===== src/rtl/core/lfobp_pkg.sv =====
// Package with the shared constants and types of the object box frame parser.
package lfobp_pkg;

  localparam int unsigned POS_W = 5;

  localparam logic [7:0] HDR_BYTE = 8'hCC;
  localparam logic [7:0] TRL_BYTE = 8'hEE;
  localparam logic [POS_W-1:0] FRAME_LAST = 5'd17;
  localparam logic [POS_W-1:0] FIELD_FIRST = 5'd9;
  localparam logic [15:0] NO_OBJECT = 16'hFFFF;

  typedef struct packed {
    logic [15:0] box_height;
    logic [15:0] box_width;
    logic [15:0] box_y;
    logic [15:0] box_x;
    logic box_seen;
  } box_t;

  typedef struct packed {
    logic result;
    logic [POS_W-1:0] pos;
  } frame_stat_t;

endpackage


===== src/rtl/core/lfobp_frame.sv =====
// Frame position tracking, field byte capture and trailer check.
module lfobp_frame
  import lfobp_pkg::*;
(
  input  logic        clk,
  input  logic        rst,
  input  logic        step,
  input  logic [7:0]  rx_byte,
  output frame_stat_t stat,
  output box_t        box
);

  logic [POS_W-1:0] frame_position;
  logic [POS_W-1:0] frame_position_next;
  logic [7:0]       field_bytes [8];
  logic [2:0]       field_idx;
  logic             in_fields;

  assign field_idx = 3'(frame_position - FIELD_FIRST);
  assign in_fields = (frame_position >= FIELD_FIRST) && (frame_position < FRAME_LAST);

  always_comb begin
    frame_position_next = frame_position;
    if (frame_position == '0) begin
      if (rx_byte == HDR_BYTE) begin
        frame_position_next = POS_W'(1);
      end
    end else if (frame_position < FRAME_LAST) begin
      frame_position_next = frame_position + POS_W'(1);
    end else begin
      frame_position_next = '0;
    end
  end

  always_ff @(posedge clk) begin
    if (rst) begin
      frame_position <= '0;
    end else if (step) begin
      frame_position <= frame_position_next;
    end
  end

  // Field bytes need no reset: each one is written before the trailer reads it.
  always_ff @(posedge clk) begin
    if (step && in_fields) begin
      field_bytes[field_idx] <= rx_byte;
    end
  end

  assign stat.pos    = frame_position;
  assign stat.result = step && (frame_position == FRAME_LAST) && (rx_byte == TRL_BYTE);

  assign box.box_x      = {field_bytes[1], field_bytes[0]};
  assign box.box_y      = {field_bytes[3], field_bytes[2]};
  assign box.box_width  = {field_bytes[5], field_bytes[4]};
  assign box.box_height = {field_bytes[7], field_bytes[6]};
  assign box.box_seen   = ({field_bytes[1], field_bytes[0]} != NO_OBJECT);

endmodule


===== src/rtl/core/lfobp_out.sv =====
// Result register that holds one finished box until the receiver takes it.
module lfobp_out
  import lfobp_pkg::*;
(
  input  logic clk,
  input  logic rst,
  input  logic load,
  input  box_t box_in,
  input  logic take,
  output logic free,
  output logic valid,
  output box_t box_out
);

  assign free = !valid || take;

  always_ff @(posedge clk) begin
    if (rst) begin
      valid <= 1'b0;
    end else if (free) begin
      valid <= load;
    end
  end

  always_ff @(posedge clk) begin
    if (free && load) begin
      box_out <= box_in;
    end
  end

endmodule


===== src/rtl/core/long_frame_object_box_parser.sv =====
// Top level of the object box frame parser: input register, frame logic, result register.
//
// The slave channel (s_tvalid, s_tready, s_tdata) carries one received byte per item.
// Bytes are searched for the 0xCC header; after it, 17 more bytes complete an 18-byte
// frame. Bytes 9 to 16 hold x, y, width and height as little-endian 16-bit values, and
// byte 17 must be the 0xEE trailer. A good frame yields one item on the master channel
// (m_tvalid, m_tready, m_tdata, m_tuser); a bad trailer drops the frame silently.
// Either way the parser looks for a new header on the next byte.
// A trailer byte is first held in the input register, and its frame step loads the result
// register, which raises m_tvalid. Throughput: one byte per cycle while no result waits
// on a stalled receiver, set by the frame step between the input and result registers.
// Reset clears the frame position and both valid flags; any partial frame is lost.
// When the receiver stalls with a result waiting, the frame step halts for every byte:
// the byte in the input register waits there, and s_tready drops since that register
// cannot move on. Bytes flow again in the cycle the receiver takes the result.
module long_frame_object_box_parser
  import lfobp_pkg::*;
(
  input  logic        clk,
  input  logic        rst,
  input  logic        s_tvalid,
  output logic        s_tready,
  input  logic [7:0]  s_tdata,   // [7:0] rx_byte
  output logic        m_tvalid,
  input  logic        m_tready,
  output logic [63:0] m_tdata,   // [15:0] box_x, [31:16] box_y, [47:32] box_width,
                                 // [63:48] box_height
  output logic        m_tuser    // [0] box_seen
);

  logic        in_valid;
  logic [7:0]  in_byte;
  logic        step;
  logic        out_free;
  frame_stat_t stat;
  box_t        frame_box;
  box_t        out_box;

  // The frame step only runs when the result register can take whatever it produces.
  assign step     = in_valid && out_free;
  assign s_tready = !in_valid || out_free;

  always_ff @(posedge clk) begin
    if (rst) begin
      in_valid <= 1'b0;
    end else if (s_tready) begin
      in_valid <= s_tvalid;
    end
  end

  always_ff @(posedge clk) begin
    if (s_tready && s_tvalid) begin
      in_byte <= s_tdata;
    end
  end

  lfobp_frame u_frame (
    .clk     (clk),
    .rst     (rst),
    .step    (step),
    .rx_byte (in_byte),
    .stat    (stat),
    .box     (frame_box)
  );

  lfobp_out u_out (
    .clk     (clk),
    .rst     (rst),
    .load    (stat.result),
    .box_in  (frame_box),
    .take    (m_tready),
    .free    (out_free),
    .valid   (m_tvalid),
    .box_out (out_box)
  );

  assign m_tdata = {out_box.box_height, out_box.box_width, out_box.box_y, out_box.box_x};
  assign m_tuser = out_box.box_seen;

  // The frame position never runs past the trailer slot.
  a_pos_range: assert property (@(posedge clk) disable iff (rst)
    stat.pos <= FRAME_LAST)
    else $error("frame position out of range");

  // A new result only appears after a trailer byte was stepped.
  a_result_src: assert property (@(posedge clk) disable iff (rst)
    $rose(m_tvalid) |-> $past(step && in_byte == TRL_BYTE && stat.pos == FRAME_LAST))
    else $error("result without a trailer");

  // A byte held in the input register while the output is blocked is kept.
  a_in_hold: assert property (@(posedge clk) disable iff (rst)
    (in_valid && !out_free) |=> (in_valid && $stable(in_byte)))
    else $error("stalled byte lost");

  // The box seen flag always matches the sentinel test on x.
  a_seen: assert property (@(posedge clk) disable iff (rst)
    m_tvalid |-> (m_tuser == (m_tdata[15:0] != NO_OBJECT)))
    else $error("box seen flag mismatch");

endmodule


===== config.mk =====
export PLATFORM = sky130hd
export DESIGN_NAME = long_frame_object_box_parser
export DESIGN_NICKNAME = d
export VERILOG_FILES = /design/src/rtl/core/lfobp_pkg.sv /design/src/rtl/core/lfobp_frame.sv /design/src/rtl/core/lfobp_out.sv /design/src/rtl/core/long_frame_object_box_parser.sv
export SDC_FILE = /design/constraint.sdc
export NUM_CORES = 1
export LEC_CHECK = 0
export BUFFER_PORTS_ARGS = -buffer_cell sky130_fd_sc_hd__buf_2
export CAP_MARGIN = 20
export CORE_UTILIZATION = 30
export DETAILED_ROUTE_END_ITERATION = 12
export GPL_ROUTABILITY_DRIVEN = 1
export SYNTH_ARGS = -nofsm -noshare
export SYNTH_HDL_FRONTEND = slang
export SYNTH_SLANG_ARGS = --single-unit

===== constraint.sdc =====
create_clock -name clk -period 8.8 [get_ports clk]
set_clock_uncertainty 0.15 [all_clocks]
set_input_delay 0.44 -clock clk [delete_from_list [all_inputs] [get_ports clk]]
set_output_delay 0.44 -clock clk [all_outputs]
set_load 0.01 [all_outputs]

==> results of run 1 <==
[power by group through the flow]
stage | clock, mW | sequential (mW) | combinational, mW
finish | 0.649 | 0.763 | 0.00621
global route | 0.690 | 0.764 | 0.00695
CTS | 0.661 | 0.764 | 0.00622
detailed placement | 0 | 0.778 | 0.00618
global placement | 0 | 0.777 | 0.00607
floorplan | 0 | 0.769 | 0.00274
[registers in the layout (all words and copies together) (netlist names)]
signal and count:
u_frame.frame_position 5, u_frame.field_bytes 64, in_byte 8, u_out.valid 1, m_tdata 64, in_valid 1
u_out.box_out 1
[routing by layer]
| layer | global-route usage | wire (um) | part of all wire |
|---|---|---|---|
| met4 | 0.0504 | 143 | 0.017 |
| met1 | 0.133 | 3730 | 0.45 |
| met3 | 0.0419 | 457 | 0.056 |
| met2 | 0.163 | 3870 | 0.47 |
| met5 | 0 | 0 | 0 |
[placed cells by master, fill, tap and decap left out, types with 2 or more instances in the layout]
master and count:
nand2_1 4, clkbuf_16 17, clkbuf_1 4, or4_1 2, edfxtp_1 137, dfxtp_1 7
nor2_1 5, clkinv_2 3, inv_1 4, buf_4 2, nor3_1 6, o21ai_0 2
nand3_1 4, nor2b_1 2, nand4_1 5, a21oi_1 3, a211o_1 2, bufinv_16 2
buf_2 80, ha_1 4, clkinv_1 4
[stage by stage]
stage,cell area (um^2),hold WS [ns],util
floorplan,4720,0.250,-
global placement,5370,0.253,0.352
detailed placement,5370,0.255,0.352
CTS,5910,0.0373,0.387
global route,5920,0.0457,0.388
finish,5920,0.0575,0.388
[synth_stat cells, types with 2 or more instances]
cell type    n
a211o_1      2
ha_1         4
nor3_1       6
nor2b_1      2
nand4_1      5
nand2_1      4
inv_1        4
or4_1        2
dfxtp_1      7
nor2_1       5
nor4_1       2
nand3_1      4
o21ai_0      2
edfxtp_1   137
a21oi_1      3
clkbuf_1     2
[worst max-delay path, cell delays in order (launching register included)]
cell and delay (ns):
dfxtp_1 0.46, inv_1 0.11, or4_1 0.40, a211o_1 0.32, nor3_1 0.88
[worst paths after layout]
| path | start | endpoint | slack, ns | cells after the start |
|---|---|---|---|---|
| hold / removal | s_tdata[6] | in_byte[6] | 0.06 | 1 |
| setup / recovery | u_frame.frame_position[4] | u_frame.field_bytes[7][0] | 6.09 | 4 |
| setup reg to reg | u_frame.frame_position[4] | u_frame.field_bytes[7][0] | 6.09 | 4 |
| hold reg to reg | u_frame.field_bytes[4][2] | m_tdata[34] | 0.27 | 0 |
[logic make-up after synthesis]
group | after synthesis | synth area share
buffers and inverters | 9 | 0.00954
DFF | 144 | 0.901
xor gates and xnor gates | 2 | 0.00371
AOI/OAI and AO/OA | 16 | 0.0260
adders and majority gates | 4 | 0.0106
and+or+nand+nor | 39 | 0.0474
muxes | 1 | 0.00212
[cell type report]
type	count	area, um^2
clock inverter	9	93.8
fill	1385	9330
timing repair buffer	83	423
multi-input combinational	62	430
inverter	5	18.8
clock buffer	21	440
tap	211	264
sequential	144	4250
==> impl_metrics.ini, run 1 <==
[status]
outcome = finished clean

[synth]
synth-edff-count = 137
synthArstFlopShare = 0
ys_ff_latch = 144
netlist_instances = 215
syn_nets = 231
yosysTopAreaCell = edfxtp_1
ys_warn_count = 0
synth_flop_cell = edfxtp_1
syn_area_um2 = 4720
synth.distinct_cells = 40
synth_top_area_share = 0.871
synth.avg_cell_area_um2 = 22.0
seq_area_frac_synth = 0.901
synthTopCellsByArea = edfxtp_1 (87%), dfxtp_1 (3.0%), ha_1 (1.1%)

[die]
rows = 45
fp.dieH_um = 127
initial_core_util = 0.310
core_area_um2 = 15300
die_x_um = 127
die-area_um2 = 16200
num_io_pins = 79

[critical_path]
cp.required_ns = 8.67
setup.worst_path.end_class = register
cp-start-kind = register
crit_fanout = 8
crit_type = reg2reg
worstPathArrival_ns = 2.58

[drt]
antenna_left = 0
drt_iter0_drc = 212
viasPerCell = 4.13
routed_wirelength_mm = 8.20
firstDrtPassIters = 4
vias = 2212
drc = 0
wl_per_cell_um = 15.3

[clocking]
post_cts_buffers = 0
cts_resized = 0
clock_latency_ns = 0.40
numClockSinks = 144
clockRootBuffer = clkbuf_16
cts-hold-fix-buffers = 0
cts_tree = yes
clock_path_buffers = 2
cts_buffers = 17
clkSlewWorstSetupHoldPaths_ns = 0.05
cts-htree-levels = 4

[job]
drv_cap = 0

[sta]
fin_ws_ns = 6.09
max_freq_ghz = 0.369
max_slew_margin = 0.272
post-route-min-period_ns = 2.71
rsz0062_at_grt = no
final_hold_viol_count = 0
tns_ns = 0
setup_viol = 0
worst_slew_pin_slew_ns = 1.08
fin_crit_sh = 0.308
slew_viol_final = 0

[global_route]
grt_pass1_vias = 2190
grt_pass1_wl_mm = 12.2
grt_max_degree = 50
antenna_found_initial = 0
grt_overflow = 0
grt_usage = 0.107

[power_and_ir_drop]
seq_power_share = 0.538
power_frac_comb = 0.004
leakage_nw = 2.04
power_switching_mw = 0.255
p_int_mw = 1.16
p_total_mw = 1.42
ir_worst_vdd_mv = 0.133
p_sw_frac = 0.180
power_density_nw_per_um2 = 239
clkPwrFrac = 0.458

[placement]
hpwl_mm = 5.39
dpl.cell_count = 502
io_buffers = 78
dp_slack_ns = 6.16
gp_congestion = 0.804

[layout]
diodes = 0
drive_gt1_frac = 0.336
syn_to_final_growth_pct = 25.4
finalNonFillerCells = 535
nets = 329

[hold_path]
hold_path_class = in2reg
Note: power is estimated with default switching activity, not from simulation.
==> run 2, diff against run 1 <==
==> constraint.sdc (replaced) <==
create_clock -name clk -period 2.7 [get_ports clk]
set_clock_uncertainty 0.15 [all_clocks]
set_input_delay 0.135 -clock clk [delete_from_list [all_inputs] [get_ports clk]]
set_output_delay 0.135 -clock clk [all_outputs]
set_load 0.01 [all_outputs]
==> run 2 against run 1 <==
- core utilization up 1.6 points
- register-to-register slack worse by 5.7 ns
- first-iteration DRC count up 21%
- final cell count up 3.7%
- clock power rose to 3.5 times the previous value
- largest cell class unchanged
==> impl_metrics.ini, run 2 (synthesis results as in run 1) <==
[drt]
routed_wirelength_mm = 8.57
drt_iter0_drc = 256
viasPerCell = 4.23
antenna_left = 0
firstDrtPassIters = 4
vias = 2350
wl_per_cell_um = 15.4
drc = 0

[layout]
drive_gt1_frac = 0.360
nets = 347
fill_cells = 1358
final_cell_mix = edfxtp_1 (137), buf_2 (78), clkbuf_16 (17)
multi_input_area_um2 = 442
final_common_cell = edfxtp_1
syn_to_final_growth_pct = 30.8
diodes = 0
ff_latch_area_um2 = 4260
post-route-util = 0.405

[die]
fp.dieH_um = 127
rows = 45
num_io_pins = 79
die_x_um = 127
core_area_um2 = 15300
initial_core_util = 0.310
die-area_um2 = 16200

[clocking]
cts_resized = 0
clkSlewWorstSetupHoldPaths_ns = 0.06
clockRootBuffer = clkbuf_16
clock_latency_ns = 0.41
cts-htree-levels = 4
numClockSinks = 144
clock_path_buffers = 2
cts_tree = yes
cts_buffers = 17

[sta]
final_hold_viol_count = 0
max_slew_margin = 0.586
slew_viol_final = 0
fin_crit_sh = 0.840
setup_viol = 0
rsz0062_at_grt = no
worst_slew_pin_slew_ns = 0.619
whs_ns = 0.125
post-route-min-period_ns = 2.27
max_freq_ghz = 0.441

[placement]
hpwl_mm = 5.54
io_buffers = 78
gp_congestion = 0.840

[job]
drv_cap = 0

[critical_path]
worstPathArrival_ns = 2.16
cp-start-kind = register
crit_type = reg2reg
cp.required_ns = 2.59
setup.worst_path.end_class = register
crit_fanout = 10

[global_route]
grt_pass1_vias = 2296
antenna_found_initial = 0
grt_pass1_wl_mm = 13.1
grt_usage = 0.113
grt_overflow = 0
grt_max_degree = 66

[hold_path]
hold_path_class = in2reg

[power_and_ir_drop]
ir_worst_vdd_mv = 0.439
power_density_nw_per_um2 = 781
leakage_nw = 2.16
p_total_mw = 4.82

[status]
outcome = finished clean
-- run 2: changes by cell type in the layout (fill, tap and decap cells not counted), moves of 2 or more --
cell           change
buf_2              -2
buf_4              +9
clkbuf_1           -4
clkinv_4           +2
clkinvlp_4         +3
dlygate4sd3_1     +11
-- run 2: timing repair --
action / in CTS / in global routing
setup buffers: 0 / 0
hold buffers: 11 / 0
endpoints found under the hold margin: 11 / 0
-- run 2: final timing paths --
| path | start | end | slack (ns) | depth (start not counted) |
|---|---|---|---|---|
| worst max-delay path | u_frame.frame_position[0] | u_frame.field_bytes[0][1] | 0.43 | 5 |
| worst min-delay path | s_tvalid | in_byte[6] | 0.12 | 2 |
| worst max register to register | u_frame.frame_position[0] | u_frame.field_bytes[0][1] | 0.43 | 5 |
| worst min register to register | u_frame.field_bytes[2][5] | m_tdata[21] | 0.27 | 0 |
-- run 2: worst max-delay path, cell delays in order, from the launching register on --
cell	delay, ns
dfxtp_1	0.52
inv_1	0.14
ha_1	0.26
xnor2_1	0.25
nand2_1	0.10
nor2_1	0.49
-- run 2: power by group --
group / internal (mW) / total (mW) / switching (mW)
clock network: 1.44 / 2.30 / 0.858
registers: 2.45 / 2.47 / 0.0208
logic: 0.0249 / 0.0550 / 0.0301
total: 3.91 / 4.82 / 0.909
-- run 2: routing by layer --
| metal | share of wire | global-route usage | wire (um) |
|---|---|---|---|
| met1 | 0.48 | 0.152 | 4080 |
| met2 | 0.44 | 0.157 | 3770 |
| met3 | 0.054 | 0.0377 | 462 |
| met4 | 0.030 | 0.0714 | 259 |
| met5 | 0 | 0 | 0 |
-- run 2: stage by stage --
| stage | cell area [um^2] | instances | setup TNS [ns] | setup WS (ns) |
|---|---|---|---|---|
| 5_1_grt | 6180 | 555 | 0 | 0.210 |
| 3_5_place_dp | 5470 | 512 | 0 | 0.426 |
| 3_3_place_gp | 5470 | 512 | 0 | 0.531 |
| 4_1_cts | 6180 | 555 | 0 | 0.423 |
| 6_report | 6180 | 555 | 0 | 0.432 |
| 2_1_floorplan | 4750 | 215 | -59.11 | -0.897 |
-- run 2: cell type report --
type / instances / share of cell area
inverters: 5 / 0.00304
clock buffers: 17 / 0.0689
multi-input cells: 62 / 0.0715
clock inverters: 15 / 0.0271
flip-flops and latches: 144 / 0.689
repair buffers: 101 / 0.0976
well taps: 211 / 0.0427
==> run 3, diff against run 2 <==
==> constraint.sdc (replaced) <==
create_clock -name clk -period 1.9 [get_ports clk]
set_clock_uncertainty 0.15 [all_clocks]
set_input_delay 0.095 -clock clk [delete_from_list [all_inputs] [get_ports clk]]
set_output_delay 0.095 -clock clk [all_outputs]
set_load 0.01 [all_outputs]
==> run 3 against run 2 <==
- the flow now finishes with violations (negative setup slack)
- worst hold slack got worse by 0.041 ns
- flip-flop and latch count unchanged
- largest power group unchanged
- largest cell class unchanged
- setup slack got worse by 0.62 ns
- highest routed layer unchanged
- routed wire length increased by 7.3%
- clock power increased by 32%
- final cell count increased by 7.6%
- critical path depth increased by 2
==> impl_metrics.ini, run 3 (synthesis results as in run 1) <==
[layout]
drive_gt1_frac = 0.484
final_common_cell = edfxtp_1
diodes = 0
fill_cells = 1312
finalNonFillerCells = 597
syn_to_final_growth_pct = 44.2
final_cell_mix = edfxtp_1 (137), buf_2 (78), buf_4 (37)
nets = 389
post-route-util = 0.446

[drt]
drt_iter0_drc = 165
routed_wirelength_mm = 9.19
wl_per_cell_um = 15.4
firstDrtPassIters = 4
antenna_left = 0
viasPerCell = 4.21
drc = 0
vias = 2514

[critical_path]
cp-start-kind = register
cp_common_cell = buf_6
crit_chain = buf_6 > or3b_4 > nor4_4 > buf_4 > buf_6 > buf_12 > buf_16
crit_fanout = 7
crit_type = reg2reg
cp_slowest_cell = or3b_4
cp.required_ns = 1.88
setup.worst_path.end_class = register
cpPeakStageDelay_ns = 0.41
worstPathArrival_ns = 2.07

[status]
violations = negative setup slack
outcome = complete, but fails checks

[sta]
setup_viol = 87
final_hold_viol_count = 0
max_freq_ghz = 0.478
slew_viol_final = 0
max_slew_margin = 0.692
fin_crit_sh = 1.10
worst_slew_pin_slew_ns = 0.457
post-route-min-period_ns = 2.09
tns_ns = -9.37
fin_ws_ns = -0.192
rsz0062_at_grt = yes

[clocking]
cts_buffers = 17
clkSlewWorstSetupHoldPaths_ns = 0.06
numClockSinks = 144
clock_latency_ns = 0.41
clockRootBuffer = clkbuf_16
cts-htree-levels = 4
cts_tree = yes
clock_path_buffers = 2

[die]
rows = 45
core_area_um2 = 15300
num_io_pins = 79
fp.dieH_um = 127
initial_core_util = 0.310
die_x_um = 127
die-area_um2 = 16200

[placement]
dpl.cell_count = 538
gp_congestion = 0.846
io_buffers = 78
hpwl_mm = 5.97
dp_slack_ns = -0.136

[global_route]
grt_pass1_vias = 2563
grt_usage = 0.122
grt_max_degree = 26
grt_overflow = 0
antenna_found_initial = 0
grt_pass1_wl_mm = 14.0

[job]
drv_cap = 0

[power_and_ir_drop]
ir_worst_vdd_mv = 0.585
power_density_nw_per_um2 = 976
leakage_nw = 2.44

[hold_path]
hold_path_class = in2reg
## run 3: cell types whose count changed in the layout (fill, tap and decap cells not counted), moves of 5 or more
cell,previous run,this run
buf_12,1,6
buf_4,11,37
clkbuf_1,0,8
nor3_1,6,1
buf_6,0,8
## run 3: report_power, final
part | internal, mW | leakage [nW] | switching (mW)
clock network | 1.92 | 0.261 | 1.12
logic | 0.0478 | 0.881 | 0.0693
registers | 3.48 | 1.30 | 0.0108
total | 5.44 | 2.44 | 1.20
## run 3: path summary, 6_finish.rpt
path | start | to | slack, ns | cells after the start
min | m_tready | u_out.valid | 0.08 | 4
max reg2reg | u_frame.frame_position[3] | m_tdata[4] | -0.19 | 7
max | u_frame.frame_position[3] | m_tdata[4] | -0.19 | 7
min reg2reg | u_frame.field_bytes[4][2] | m_tdata[34] | 0.27 | 0
## run 3: what timing repair did
action	CTS	global route
endpoints found under the hold margin	12	0
setup buffers	8	5
resized for setup	16	10
setup endpoints to repair	100	133
cloned	4	1
hold buffers	10	0
pin swaps	2	9
## run 3: area by class of cell
cell class,count,area (um^2),share of cell area
clock inverter,7,86.3,0.0127
timing repair buffer,143,1090,0.159
sequential,144,4260,0.626
multi-input combinational,62,639,0.0939
inverter,5,18.8,0.00276
clock buffer,25,455,0.0669
tap,211,264,0.0388
## run 3: through the flow
stage               hold WS (ns)  power, mW  instance area (um^2)
floorplan                 0.0174       3.58                  4890
global placement           0.127       3.65                  5850
detailed placement         0.130       3.66                  5850
CTS                       0.0393       6.70                  6700
global route              0.0872       6.84                  6810
finish                    0.0840       6.65                  6810
## run 3: worst max-delay path, delay by kind of cell (launching register included)
family        cells  cell delay, ns
simple gates      2            0.70
buf+inv           5            0.64
flops             1            0.32
## run 3: per-layer routing
| metal | up-vias | GRT usage | routed length, um |
|---|---|---|---|
| met2 | 91 | 0.188 | 4440 |
| li1 | 1178 | - | - |
| met3 | 17 | 0.0402 | 519 |
| met1 | 1228 | 0.148 | 4010 |
| met4 | 0 | 0.0728 | 227 |
| met5 | - | 0 | 0 |
